<file path="src/gdr_pkg.sv">
`timescale 1ns / 1ps
package gdr_pkg;

  localparam int MAP_BITS  = 6;
  localparam int MAP_DIM   = 1 << MAP_BITS;
  localparam int MAP_AW    = 2 * MAP_BITS;
  localparam int MAP_DEPTH = MAP_DIM * MAP_DIM;
  localparam int FRAC_BITS = 16;

  localparam int RAY_W   = 34;
  localparam int DELTA_W = 40;
  localparam int SIDE_W  = 49;
  localparam int DIV_NW  = 40;
  localparam int DIV_DW  = 34;
  localparam int DIV_CW  = 6;

  localparam logic [7:0]  WALL_LIMIT = 8'd48;
  localparam logic [7:0]  STEP_LIMIT = 8'(2 * MAP_DIM + 2);
  localparam logic [23:0] PERP_SAT   = 24'hFFFFFF;
  localparam logic [15:0] LH_SAT     = 16'hFFFF;
  localparam logic [DELTA_W-1:0] DELTA_SAT = {DELTA_W{1'b1}};

  localparam logic CMD_WRITE = 1'b0;
  localparam logic CMD_CAST  = 1'b1;

  localparam logic [2:0] REG_PLAYER_X       = 3'd0;
  localparam logic [2:0] REG_PLAYER_Y       = 3'd1;
  localparam logic [2:0] REG_FACING_X       = 3'd2;
  localparam logic [2:0] REG_FACING_Y       = 3'd3;
  localparam logic [2:0] REG_CAMERA_PLANE_X = 3'd4;
  localparam logic [2:0] REG_CAMERA_PLANE_Y = 3'd5;
  localparam logic [2:0] REG_SCREEN_WIDTH   = 3'd6;
  localparam logic [2:0] REG_SCREEN_HEIGHT  = 3'd7;

  typedef struct packed {
    logic        command;
    logic [5:0]  cell_row;
    logic [5:0]  cell_col;
    logic [7:0]  cell_value;
    logic [10:0] column;
  } cmd_t;

  typedef struct packed {
    logic [10:0] out_column;
    logic [23:0] perp_distance;
    logic [15:0] line_height;
    logic [10:0] wall_top;
    logic [10:0] wall_bottom;
    logic        hit_side;
    logic [7:0]  hit_cell;
    logic [15:0] wall_fraction;
    logic        escaped;
  } res_t;

  typedef struct packed {
    logic        valid;
    cmd_t        item;
  } qhead_t;

  typedef struct packed {
    logic [21:0]        player_x;
    logic [21:0]        player_y;
    logic signed [17:0] facing_x;
    logic signed [17:0] facing_y;
    logic signed [17:0] camera_plane_x;
    logic signed [17:0] camera_plane_y;
    logic [11:0]        screen_width;
    logic [11:0]        screen_height;
  } cfg_t;

endpackage

</file>
<file path="src/gdr_front.sv">
`timescale 1ns / 1ps
module gdr_front (
  input  logic            clk,
  input  logic            rst,
  input  logic            cmd_valid,
  output logic            cmd_stall,
  input  gdr_pkg::cmd_t   cmd,
  input  logic            back_ready,
  input  logic            pop,
  output gdr_pkg::qhead_t head
);
  import gdr_pkg::*;

  cmd_t       slots [2];
  logic       wptr;
  logic       rptr;
  logic [1:0] count;
  logic       push;

  assign cmd_stall  = (count == 2'd2) || !back_ready;
  assign push       = cmd_valid && !cmd_stall;
  assign head       = {(count != 2'd0), slots[rptr]};

  always_ff @(posedge clk) begin
    if (rst) begin
      wptr  <= 1'b0;
      rptr  <= 1'b0;
      count <= 2'd0;
    end else begin
      if (push) begin
        slots[wptr] <= cmd;
        wptr        <= ~wptr;
      end
      if (pop) begin
        rptr <= ~rptr;
      end
      count <= count + {1'b0, push} - {1'b0, pop};
    end
  end

endmodule

</file>
<file path="config.mk">
export PLATFORM = sky130hd
export DESIGN_NAME = gdr_front
export DESIGN_NICKNAME = d
export VERILOG_FILES = /design/src/gdr_pkg.sv /design/src/gdr_front.sv
export SDC_FILE = /design/constraint.sdc
export NUM_CORES = 1
export LEC_CHECK = 0
export ABC_AREA = 0
export BUFFER_PORTS_ARGS = -buffer_cell sky130_fd_sc_hd__buf_2
export CAP_MARGIN = 20
export CORE_MARGIN = 1.5
export CORE_UTILIZATION = 47
export CTS_CLUSTER_SIZE = 12
export DETAILED_ROUTE_END_ITERATION = 7
export GPL_TIMING_DRIVEN = 0
export PLACE_DENSITY_LB_ADDON = 0.05
export SLEW_MARGIN = 30
export SYNTH_ARGS = -nofsm -noshare
export SYNTH_HDL_FRONTEND = slang
export SYNTH_SLANG_ARGS = --single-unit
</file>
<file path="constraint.sdc">
create_clock -name clk -period 3.4 [get_ports clk]
set_input_delay 0.17 -clock clk [delete_from_list [all_inputs] [get_ports clk]]
set_output_delay 0.17 -clock clk [all_outputs]
set_load 0.01 [all_outputs]
</file>
# --- Word level (Yosys, flattened, before mapping) ---
# Memory sizes are Yosys's and may differ from the RTL's. A register that Yosys moved wholly into a read port is not among the register bits.
# Index checks and enable logic that the tools add are counted.
classes:
  add_sub_neg: 2
  n_eq_ne: 1
  muxes: 5
  n_bitwise: 2
  n_reduce_logical: 5
ops:
  columns: ["cell", "n"]
  rows:
  - ["1-bit two-way mux", 5]
  - ["2-bit by 1-bit adder with 2-bit output", 1]
  - ["2-bit == test (second input constant)", 1]
  - ["1-bit logical NOT", 2]
  - ["1-bit NOT", 2]
  - ["2-bit nonzero test", 1]
  - ["2-bit by 1-bit subtractor with 2-bit output", 1]
  - ["1-bit logical AND", 1]
  - ["1-bit logical OR", 1]
totals:
  regBits: 4
  ramBits: 64
  input_bits: 37
  wordCells: 19
  mem_count: 1
mem_list:
  columns: ["name", "depth", "width", "rd", "rd_clocked_by_memory_dff", "write_ports", "line_no", "rtl"]
  rows:
  - ["slots", 2, 32, 1, 1, 1, "gdr_front.sv:14", "cmd_t slots [2];"]

# --- Depth between registers and ports, before layout ---
# Gate-level depths: netlist of the first run.
depth:
  ltp_word: 7
  depth_mapped: 8
  depth_no_buf: 8

# --- Worst setup path before layout of the first run ---
# No wires, ideal clock.
synth_path:
  kind: "reg-to-reg"
  from: "register count[0]"
  to: "memory slots[1][0] in the netlist's numbering (enable)"
  setup_ns: 0.468
  arrival_ns: 2.975
  t_required_ns: 2.932
  setup_slack_ns: -0.043
  path_stages_with_launch: 4
  n_path_buf: 0
  cell_sequence: "dfxtp_1 nand2b_1 nand3_2 nor3b_1"
synth_between:
  elab_chain_cells: 7
synth_rtl:
  columns: ["item", "line_no", "rtl"]
  rows:
  - ["from (decl)", "gdr_front.sv:17", "logic [1:0] count;"]
  - ["from (signal assigned)", "gdr_front.sv:37", "count <= count + {1'b0, push} - {1'b0, pop};"]
  - ["2-bit == test", "gdr_front.sv:20", "assign cmd_stall = (count == 2'd2) || !back_ready;"]
  - ["1-bit logical OR", "gdr_front.sv:20", null]
  - ["1-bit logical NOT", "gdr_front.sv:21", "assign push = cmd_valid && !cmd_stall;"]
  - ["1-bit logical AND", "gdr_front.sv:21", null]
  - ["1-bit two-way mux", "gdr_front.sv:30", "if (push) begin"]
  - ["1-bit two-way mux", "gdr_front.sv:25", "if (rst) begin"]
  - ["1-bit two-way mux (not written as such)", "gdr_front.sv:31", "slots[wptr] <= cmd;"]
  - ["to (decl)", "gdr_front.sv:14", null]
# Every way passes these cells.

# --- Worst setup path after layout of the first run ---
layout_path:
  from: "register count[0]"
  to: "memory slots[0][18] in the netlist's numbering (enable)"
# The elaborated chain is that of the path after synthesis.

==> qor.tcl, run 1 <==
set qor(clock_tree.buffer_depth) 2
set qor(detailedPlace.worstSlack_ns) 1.42
set qor(syn_area_um2) 2680
set qor(final_core_util_pct) 60.9
set qor(dp_hpwl_um) 2870
set qor(layout.nets) 250
set qor(clk_root_buffer_cell) {clkbuf_8}
set qor(seq_area_um2) 2020
set qor(yosysSeqAreaShare_pct) 75.5
set qor(r2r.worst_path.cells) 5
set qor(gpl.final_weighted_congestion) 0.637
set qor(n_antenna_cell) 0
set qor(fp-row-count) 27
set qor(data_required_time_of_the_critical_path_ns) 3.45
set qor(synthesis.nets) 163
set qor(final_hold_viol_count) 0
set qor(number_of_filler_instances_in_the_final_layout) 444
set qor(maximum_operating_frequency_mhz) 514
set qor(grt_max_degree) 15
set qor(status) {finished clean}
set qor(setup_ws_ns) 1.46
set qor(synth.avg_cell_area_um2) 21.6
set qor(tightest_slew_ns) 0.660
set qor(synth_cells) 124
set qor(post_cts.resized_instances) 0
set qor(first_pass_iters) 4
set qor(power.leakage_nw) 1.35
set qor(initial_core_utilization_pct) 48.6
set qor(powerDensity_nw_per_um2) 523
set qor(groute.usage.overall_pct) 14.3
set qor(crit-reg2reg-capture) {slots[0][18]}
set qor(viasPerCell) 4.72
set qor(reg2reg_from) {count[0]}
set qor(critical_path.max_fanout) 8
set qor(vdd_drop_max_mv) 0.391
set qor(drive_above_1_share_pct) 59.3
set qor(predominant_post_synthesis_flop_cell) {edfxtp_1}
set qor(globalRouteOverflowTotal) 0
set qor(timing.hold.ws_ns) 0.0254
set qor(fin_total_pwr_mw) 1.75
set qor(ant_nets) 0
set qor(min_period_ns) 1.94
set qor(hold_buffers) 0
set qor(timing.max_cap.violations) 0
set qor(clock-skew-final_ns) 0.00436
set qor(ys_ff_latch) 69
set qor(min_period_over_period_pct) 57.2
set qor(remaining_drc_errors) 0
set qor(number_of_antenna_violations_at_the_first_check_in_global_routing) 0
set qor(core_area_um2) 5510
set qor(worst_setup_end_kind) {flop}
set qor(cts_tree) {yes}
set qor(cp-endpoint) {slots[0][18]}
set qor(clock-sinks) 69
set qor(slew_viol_final) 0
set qor(i_o_pin_count) 71
set qor(die_h_um) 78.5
set qor(cts_made_buffers) 9
set qor(multiInputGateArea_um2) 622
set qor(max-slew-margin-rel_pct) 55.7
set qor(type_of_origin_of_the_critical_path) {flop}
set qor(postRouteWirelength_um) 4090
set qor(clkTransAtPathRegs_ns) 0.07
set qor(clk-insertion-delay-late_ns) 0.33
set qor(layout_overhead_on_the_synthesized_area_pct) 25.3
set qor(number_of_global_route_vias_before_repair) 1422
set qor(finalSetupViolCount) 0
set qor(ys_warn_count) 0
set qor(rsz0062_at_grt) {false}
set qor(clock_tree.htree_level_count) 3
set qor(postCtsSetupRepairBufs) 0
set qor(ys_async_sr_fraction_pct) 0
set qor(die_area_um2) 6160
set qor(drt-wirelength-per-cell_um) 14.2
set qor(arrival_ns) 1.99
set qor(drt_iter0_drcs) 57
set qor(timing.setup.tns_ns) 0
set qor(route.vias.total) 1360
set qor(timing.critical_path.from) {count[0]}
set qor(die_width_um) 78.5
set qor(synth_cell_type_count) 17
set qor(number_of_enable_flip_flop_cells_after_synthesis) 64
set qor(worst-setup-path-type) {flop to flop}
set qor(grt_pass1_wl_um) 6360
set qor(hold_class) {primary input to flop}
set qor(placement.io_buffers) 70
set qor(reg2reg_slack_ns) 1.46
==> logic make-up after synthesis <==
family / synth area share [%]
muxes: 18.2
DFF: 75.5
and+or+nand+nor: 2.48
buffers and inverters: 1.82
adders and majority gates: 0.935
xor gates and xnor gates: 0.982
==> cells in the final DEF, fill, tap and decap left out, types with 2 or more instances in the layout <==
cell	count
buf_2	70
buf_4	2
buf_6	8
clkbuf_1	4
clkbuf_8	10
dfxtp_1	5
edfxtp_1	64
ha_1	2
mux2_2	2
mux2_4	31
nor2_1	4
nor2b_1	2
xnor2_1	2
==> worst min path at each step <==
stage          startpoint            to  depth (start not counted)
2_1_floorplan         rst      count[0]                          1
4_1_cts           cmd[14]  slots[1][14]                          1
3_5_place_dp      cmd[14]  slots[1][14]                          1
3_3_place_gp      cmd[23]  slots[1][23]                          1
6_report           cmd[3]   slots[0][3]                          1
5_1_grt           cmd[14]  slots[0][14]                          1
==> per-layer routing <==
metal / track usage (%) / part of all wire (%) / up-vias
li1: - / - / 652
met5: 0 / 0 / -
met3: 4.19 / 5.2 / 13
met2: 25.6 / 55 / 46
met4: 9.11 / 3.2 / 0
met1: 14.6 / 37 / 649
==> layout make-up <==
type / count / share of cell area [%]
multi-input combinational: 50 / 18.5
tap: 72 / 2.69
timing repair buffer: 76 / 12.2
clock buffer: 14 / 4.55
clock inverter: 2 / 0.261
inverter: 1 / 0.112
sequential: 69 / 60.3
buffer: 4 / 1.34
==> Yosys cell counts, drive strengths merged (2+ instances only) <==
cell type | instances | share of area (%)
nor2b | 2 | 0.47
buf | 4 | 1.7
dfxtp | 5 | 3.7
xnor2 | 2 | 0.65
nor2 | 4 | 0.56
edfxtp | 64 | 72
mux2 | 33 | 18
ha | 2 | 0.93
==> worst max-delay path, stage by stage (launching register included) <==
cell,delay (ns)
dfxtp_1,0.34
nand2b_1,0.16
nand3_2,0.17
nor3_2,0.54
buf_4,0.28
buf_4,0.16
==> registers in the layout, summed over array words and instances, names as in the netlist, named ones only <==
register / count
wptr: 1
rptr: 1
count: 2
slots: 64
==> power by group <==
group          switching, mW  internal (mW)  leakage [nW]
clock network          0.263          0.282        0.0821
logic                  0.105          0.127         0.644
registers             0.0120          0.964         0.622
total                  0.380           1.37          1.35
==> per-stage QoR <==
step	cells	cell area, um^2
after floorplan	124	2680
after global placement	266	3120
after detailed placement	272	3190
after CTS	288	3350
after global routing	288	3350
final	288	3350
No activity file was read; power rests on OpenSTA's default activity.
==> inputs of run 2 (changes only) <==
--- a/config.mk
+++ b/config.mk
@@ -5,7 +5,7 @@
 export SDC_FILE = /design/constraint.sdc
 export NUM_CORES = 1
 export LEC_CHECK = 0
-export ABC_AREA = 0
+export ABC_AREA = 1
 export BUFFER_PORTS_ARGS = -buffer_cell sky130_fd_sc_hd__buf_2
 export CAP_MARGIN = 20
 export CORE_MARGIN = 1.5
==> constraint.sdc (replaced) <==
create_clock -name clk -period 1.7 [get_ports clk]
set_input_delay 0.085 -clock clk [delete_from_list [all_inputs] [get_ports clk]]
set_output_delay 0.085 -clock clk [all_outputs]
set_load 0.01 [all_outputs]
==> qor.tcl, run 2 <==
set qor(status) {finished clean}
set qor(rsz0062_at_grt) {false}
set qor(powerDensity_nw_per_um2) 933
set qor(grt_pass1_wl_um) 7020
set qor(die_area_um2) 6230
set qor(cts_tree) {yes}
set qor(arrival_ns) 1.77
set qor(syn_area_um2) 2710
set qor(min_period_ns) 1.55
set qor(timing.setup.tns_ns) 0
set qor(cpLargestDelayFamily) {adder cells}
set qor(hold_path_cell_cnt) 3
set qor(final_hold_viol_count) 0
set qor(placement.io_buffers) 70
set qor(yosysSeqAreaShare_pct) 74.7
set qor(detailed_place.area_um2) 3160
set qor(synth.avg_cell_area_um2) 20.1
set qor(ys_async_sr_fraction_pct) 0
set qor(i_o_pin_count) 71
set qor(core_area_um2) 5540
set qor(clk-insertion-delay-late_ns) 0.33
set qor(data_required_time_of_the_critical_path_ns) 1.92
set qor(reg.largest.list) {slots (64), count (2)}
set qor(crit_top_cell) {inv_1}
set qor(hold_critical_path_endpoint) {rptr}
set qor(dp_hpwl_um) 2710
set qor(n_antenna_cell) 0
set qor(tightest_slew_ns) 0.572
set qor(worst-setup-path-type) {flop to flop}
set qor(clock_tree.htree_level_count) 3
set qor(grt_max_degree) 33
set qor(clock-skew-final_ns) 0.00549
set qor(initial_core_utilization_pct) 48.9
set qor(r2r.worst_path.cells) 10
set qor(critPathSlowestCell) {dfxtp_1}
set qor(synth.top_cell.area_share_pct) 71.0
set qor(netlist_top_cells_area) {edfxtp_1, mux2_4, dfxtp_1}
set qor(yosysMostFrequentCell) {edfxtp_1}
set qor(design_area_final_um2) 3680
set qor(groute.usage.overall_pct) 15.8
set qor(min_period_over_period_pct) 91.1
set qor(met2RoutedLength_um) 2440
set qor(timing.hold.ws_ns) 0.0492
set qor(worst_setup_end_kind) {flop}
set qor(globalRouteOverflowTotal) 0
set qor(synth_largest_area_cell) {edfxtp_1}
set qor(crit-reg2reg-capture) {count[1]}
set qor(reg2reg_slack_ns) 0.15
set qor(leading_cell_type_in_the_layout_fill_and_taps_excluded) {buf_2}
set qor(ys_ff_latch) 69
set qor(drt_iter0_drcs) 80
set qor(timing.critical_path.slowest_cell_delay_ns) 0.33
set qor(die_h_um) 78.9
set qor(maximum_operating_frequency_mhz) 645
set qor(route.top_layer_used) {met4}
set qor(ys_warn_count) 0
set qor(number_of_enable_flip_flop_cells_after_synthesis) 64
set qor(route.vias.total) 1527
set qor(cells_along_the_critical_path) {inv_1 > nand2_2 > nand3_4 > ha_1 > inv_1 > ha_1 > inv_1 > nand2_1 > a21oi_1 > nor2_1}
set qor(drt_met1_wl_um) 1870
set qor(viasPerCell) 4.66
set qor(synthTopCellsByCount) {edfxtp_1, mux2_4, nand2_1}
set qor(clock_tree.buffer_depth) 2
set qor(layout_overhead_on_the_synthesized_area_pct) 36.0
set qor(ant_nets) 0
set qor(power.leakage_nw) 1.50
set qor(gpl.final_weighted_congestion) 0.686
set qor(clock-sinks) 69
set qor(fp-row-count) 27
set qor(number_of_global_route_vias_before_repair) 1573
set qor(drt-wirelength-per-cell_um) 14.0
set qor(synth_cells) 135
set qor(layout.nets) 292
set qor(clkTransAtPathRegs_ns) 0.06
set qor(fin_total_pwr_mw) 3.44
set qor(max-slew-margin-rel_pct) 61.8
set qor(synthesis.nets) 174
set qor(timing.max_cap.violations) 0
set qor(type_of_origin_of_the_critical_path) {flop}
set qor(slew_viol_final) 0
set qor(critical_path.max_fanout) 4
set qor(predominant_post_synthesis_flop_cell) {edfxtp_1}
set qor(synth_cell_type_count) 14
set qor(vdd_drop_max_mv) 0.647
set qor(detailedPlace.worstSlack_ns) -0.150
set qor(largest_register) {slots}
set qor(reg2reg_from) {count[0]}
set qor(remaining_drc_errors) 0
set qor(first_pass_iters) 4
set qor(number_of_antenna_violations_at_the_first_check_in_global_routing) 0
set qor(met3RoutedLength_um) 234
set qor(clk_root_buffer_cell) {clkbuf_8}
set qor(number_of_filler_instances_in_the_final_layout) 401
set qor(largest_register_ffs) 64
set qor(die_width_um) 78.9
set qor(postRouteWirelength_um) 4600
set qor(drive_above_1_share_pct) 49.2
set qor(cts_made_buffers) 9
set qor(worst_hold_startpoint) {pop}
set qor(finalSetupViolCount) 0
set qor(setup_ws_ns) 0.151
set qor(hold_class) {primary input to flop}
set qor(cp_num_buf_inv) 3
set qor(final_cell_mix) {buf_2, edfxtp_1, dlygate4sd3_1, mux2_4, clkbuf_8}
run 2: worst min-delay path, cell delays in order:
cell	delay [ns]
buf_2	0.10
xnor2_1	0.08
nor2_1	0.08
run 2: cell type report:
cell class | count | area, um^2 | area share (%)
clock buffers | 11 | 131 | 3.57
well taps | 72 | 90.1 | 2.45
repair buffers | 106 | 703 | 19.1
multi-input cells | 55 | 618 | 16.8
inverters | 8 | 31.3 | 0.849
clock inverters | 3 | 15.0 | 0.408
plain buffers | 4 | 71.3 | 1.94
flip-flops and latches | 69 | 2020 | 54.9
run 2: logic make-up after synthesis:
group           after synthesis  share of synthesized area (%)
flops                        69                           74.7
simple gates                 18                           2.68
mux                          32                           17.5
buf+inv                      12                           3.74
compound gates                1                          0.185
xor+xnor                      1                          0.324
fa+ha+maj                     2                          0.924
run 2: how the worst max path moves through the flow:
stage / startpoint / end / cells past startpoint
after detailed placement: count[0] / slots[1][6] / 4
after global placement: count[0] / slots[0][6] / 4
after CTS: count[0] / count[1] / 10
after floorplan: count[0] / slots[0][0] / 4
after global routing: count[0] / slots[0][5] / 4
final: count[0] / count[1] / 10
run 2: power breakdown:
| part | switching, mW | internal (mW) |
|---|---|---|
| Combinational | 0.211 | 0.277 |
| Clock | 0.513 | 0.505 |
| Sequential | 0.0174 | 1.91 |
run 2: metal layers:
layer,global-route usage (%),vias up
met2,28.0,47
met4,7.37,0
li1,-,738
met5,0,-
met3,5.75,6
met1,16.7,736
run 2: timing repair:
item | CTS | global route
hold endpoints to repair | 67 | 0
pin swaps | 1 | 0
cloned | 1 | 0
gates resized for setup | 2 | 3
setup endpoints to repair | 32 | 33
buffers inserted | 3 | 0
hold buffers | 33 | 0
run 2: stage by stage:
step                std cells  util [%]
floorplan                 135         -
global placement          277      57.0
detailed placement        277      57.0
CTS                       328      66.3
finish                    328      66.5
global route              328      66.5
==> inputs of run 3 (changes only) <==
--- a/config.mk
+++ b/config.mk
@@ -8,6 +8,7 @@
 export ABC_AREA = 1
 export BUFFER_PORTS_ARGS = -buffer_cell sky130_fd_sc_hd__buf_2
 export CAP_MARGIN = 20
+export CORE_ASPECT_RATIO = 0.9
 export CORE_MARGIN = 1.5
 export CORE_UTILIZATION = 47
 export CTS_CLUSTER_SIZE = 12
==> qor.tcl, run 3 (synthesized netlist as in run 2, its figures left out) <==
set qor(gpl.final_weighted_congestion) 0.683
set qor(grt_max_degree) 33
set qor(first_pass_iters) 4
set qor(clock-skew-final_ns) 0.00826
set qor(fp-row-count) 26
set qor(initial_core_utilization_pct) 48.1
set qor(clock_tree.buffer_depth) 2
set qor(timing.setup.tns_ns) 0
set qor(cp_num_buf_inv) 3
set qor(rsz0062_at_grt) {false}
set qor(clkTransAtPathRegs_ns) 0.07
set qor(postCtsSetupRepairBufs) 0
set qor(n_antenna_cell) 0
set qor(detailedPlace.worstSlack_ns) -0.130
set qor(clk-insertion-delay-late_ns) 0.33
set qor(clock-sinks) 69
set qor(timing.critical_path.from) {count[0]}
set qor(clock_tree.htree_level_count) 3
set qor(powerDensity_nw_per_um2) 1050
set qor(worst-setup-path-type) {flop to flop}
set qor(type_of_origin_of_the_critical_path) {flop}
set qor(critPathSlowestCell) {dfxtp_1}
set qor(timing.critical_path.slowest_cell_delay_ns) 0.35
set qor(cpLargestDelayFamily) {adder cells}
set qor(tightest_slew_ns) 0.574
set qor(timing.max_cap.violations) 0
set qor(slew_viol_final) 0
set qor(crit_top_cell) {inv_1}
set qor(largest_register) {slots}
set qor(critical_path.max_fanout) 4
set qor(number_of_antenna_violations_at_the_first_check_in_global_routing) 0
set qor(number_of_filler_instances_in_the_final_layout) 402
set qor(core_area_um2) 5630
set qor(postRouteWirelength_um) 4490
set qor(min_period_ns) 1.58
set qor(data_required_time_of_the_critical_path_ns) 1.92
set qor(max-slew-margin-rel_pct) 61.7
set qor(ant_nets) 0
set qor(power.leakage_nw) 1.52
set qor(vdd_drop_max_mv) 0.598
set qor(die_area_um2) 6230
set qor(drt-wirelength-per-cell_um) 13.8
set qor(die_h_um) 75.0
set qor(hold_class) {primary input to flop}
set qor(groute.usage.overall_pct) 14.5
set qor(grt_pass1_wl_um) 6480
set qor(seq_area_um2) 2020
set qor(layout.nets) 289
set qor(globalRouteOverflowTotal) 0
set qor(placement.io_buffers) 70
set qor(maximum_operating_frequency_mhz) 632
set qor(die_width_um) 83.0
set qor(finalSetupViolCount) 0
set qor(largest_register_ffs) 64
set qor(dp_hpwl_um) 2790
set qor(leading_cell_type_in_the_layout_fill_and_taps_excluded) {buf_2}
set qor(multiInputGateArea_um2) 618
set qor(worst_setup_end_kind) {flop}
set qor(cts_made_buffers) 9
set qor(remaining_drc_errors) 0
set qor(timing.hold.ws_ns) 0.0686
set qor(route.vias.total) 1506
set qor(min_period_over_period_pct) 93.1
set qor(drive_above_1_share_pct) 49.0
set qor(final_cell_mix) {buf_2, edfxtp_1, dlygate4sd3_1, mux2_4, clkbuf_8}
set qor(final_hold_viol_count) 0
set qor(cts_tree) {yes}
set qor(reg.largest.list) {slots (64), count (2)}
set qor(number_of_global_route_vias_before_repair) 1480
set qor(status) {finished clean}
set qor(final_core_util_pct) 66.6
set qor(arrival_ns) 1.80
set qor(worst_hold_startpoint) {pop}
set qor(reg2reg_from) {count[0]}
set qor(i_o_pin_count) 71
set qor(setup_ws_ns) 0.117
set qor(drt_iter0_drcs) 42
set qor(layout_overhead_on_the_synthesized_area_pct) 38.4
set qor(viasPerCell) 4.63
set qor(clk_root_buffer_cell) {clkbuf_8}
set qor(cells_along_the_critical_path) {inv_1 > nand2_2 > nand3_4 > ha_1 > inv_1 > ha_1 > inv_1 > nand2_1 > a21oi_1 > nor2_1}
## run 3: cell count changes in the layout (fill, tap and decap cells not counted), sizes merged
cell / before / now
buf: 77 / 74
bufinv: 0 / 3
clkbuf: 11 / 9
clkinvlp: 0 / 1
## run 3: cell type report
class	count	share of cell area, %
well taps	70	2.34
plain buffers	4	1.90
clock buffers	9	3.30
repair buffers	103	18.2
flip-flops and latches	69	53.9
multi-input cells	55	16.5
clock inverters	7	3.04
inverters	8	0.834
## run 3: routing by layer
metal | share of wire [%] | GRT usage, %
met1 | 38 | 14.3
met2 | 55 | 27.8
met3 | 5.6 | 5.15
met4 | 1.2 | 7.22
met5 | 0 | 0
## run 3: power breakdown
group / total, mW / internal, mW / switching (mW)
Sequential: 1.93 / 1.91 / 0.0178
Combinational: 0.487 / 0.276 / 0.211
Clock: 1.53 / 0.966 / 0.566
Total: 3.95 / 3.15 / 0.795
## run 3: path summary, 6_finish.rpt
check / end / slack (ns) / cells after the start
worst max-delay path: count[1] / 0.12 / 10
worst min-delay path: rptr / 0.07 / 3
worst max register to register: count[1] / 0.12 / 10
worst min register to register: rptr / 0.56 / 2
## run 3: timing repair
action / 4_1_cts / 5_1_grt
pin swaps: 0 / 0
endpoints found under the setup margin: 32 / 33
hold buffers: 33 / 0
resized for setup: 2 / 3
gates cloned: 1 / 0
endpoints found under the hold margin: 67 / 0
## run 3: worst reg2reg max path: stages (launching register included)
cell	delay (ns)
dfxtp_1	0.35
inv_1	0.07
nand2_2	0.10
nand3_4	0.12
ha_1	0.31
inv_1	0.04
ha_1	0.18
inv_1	0.06
nand2_1	0.06
a21oi_1	0.12
nor2_1	0.06
## run 3: through the flow
step	instance area [um^2]	power [mW]	std cells
final	3750	3.95	325
after CTS	3740	3.99	325
after detailed placement	3150	2.39	275
after global placement	3150	2.37	275
after global routing	3750	4.10	325
after floorplan	2720	2.24	135
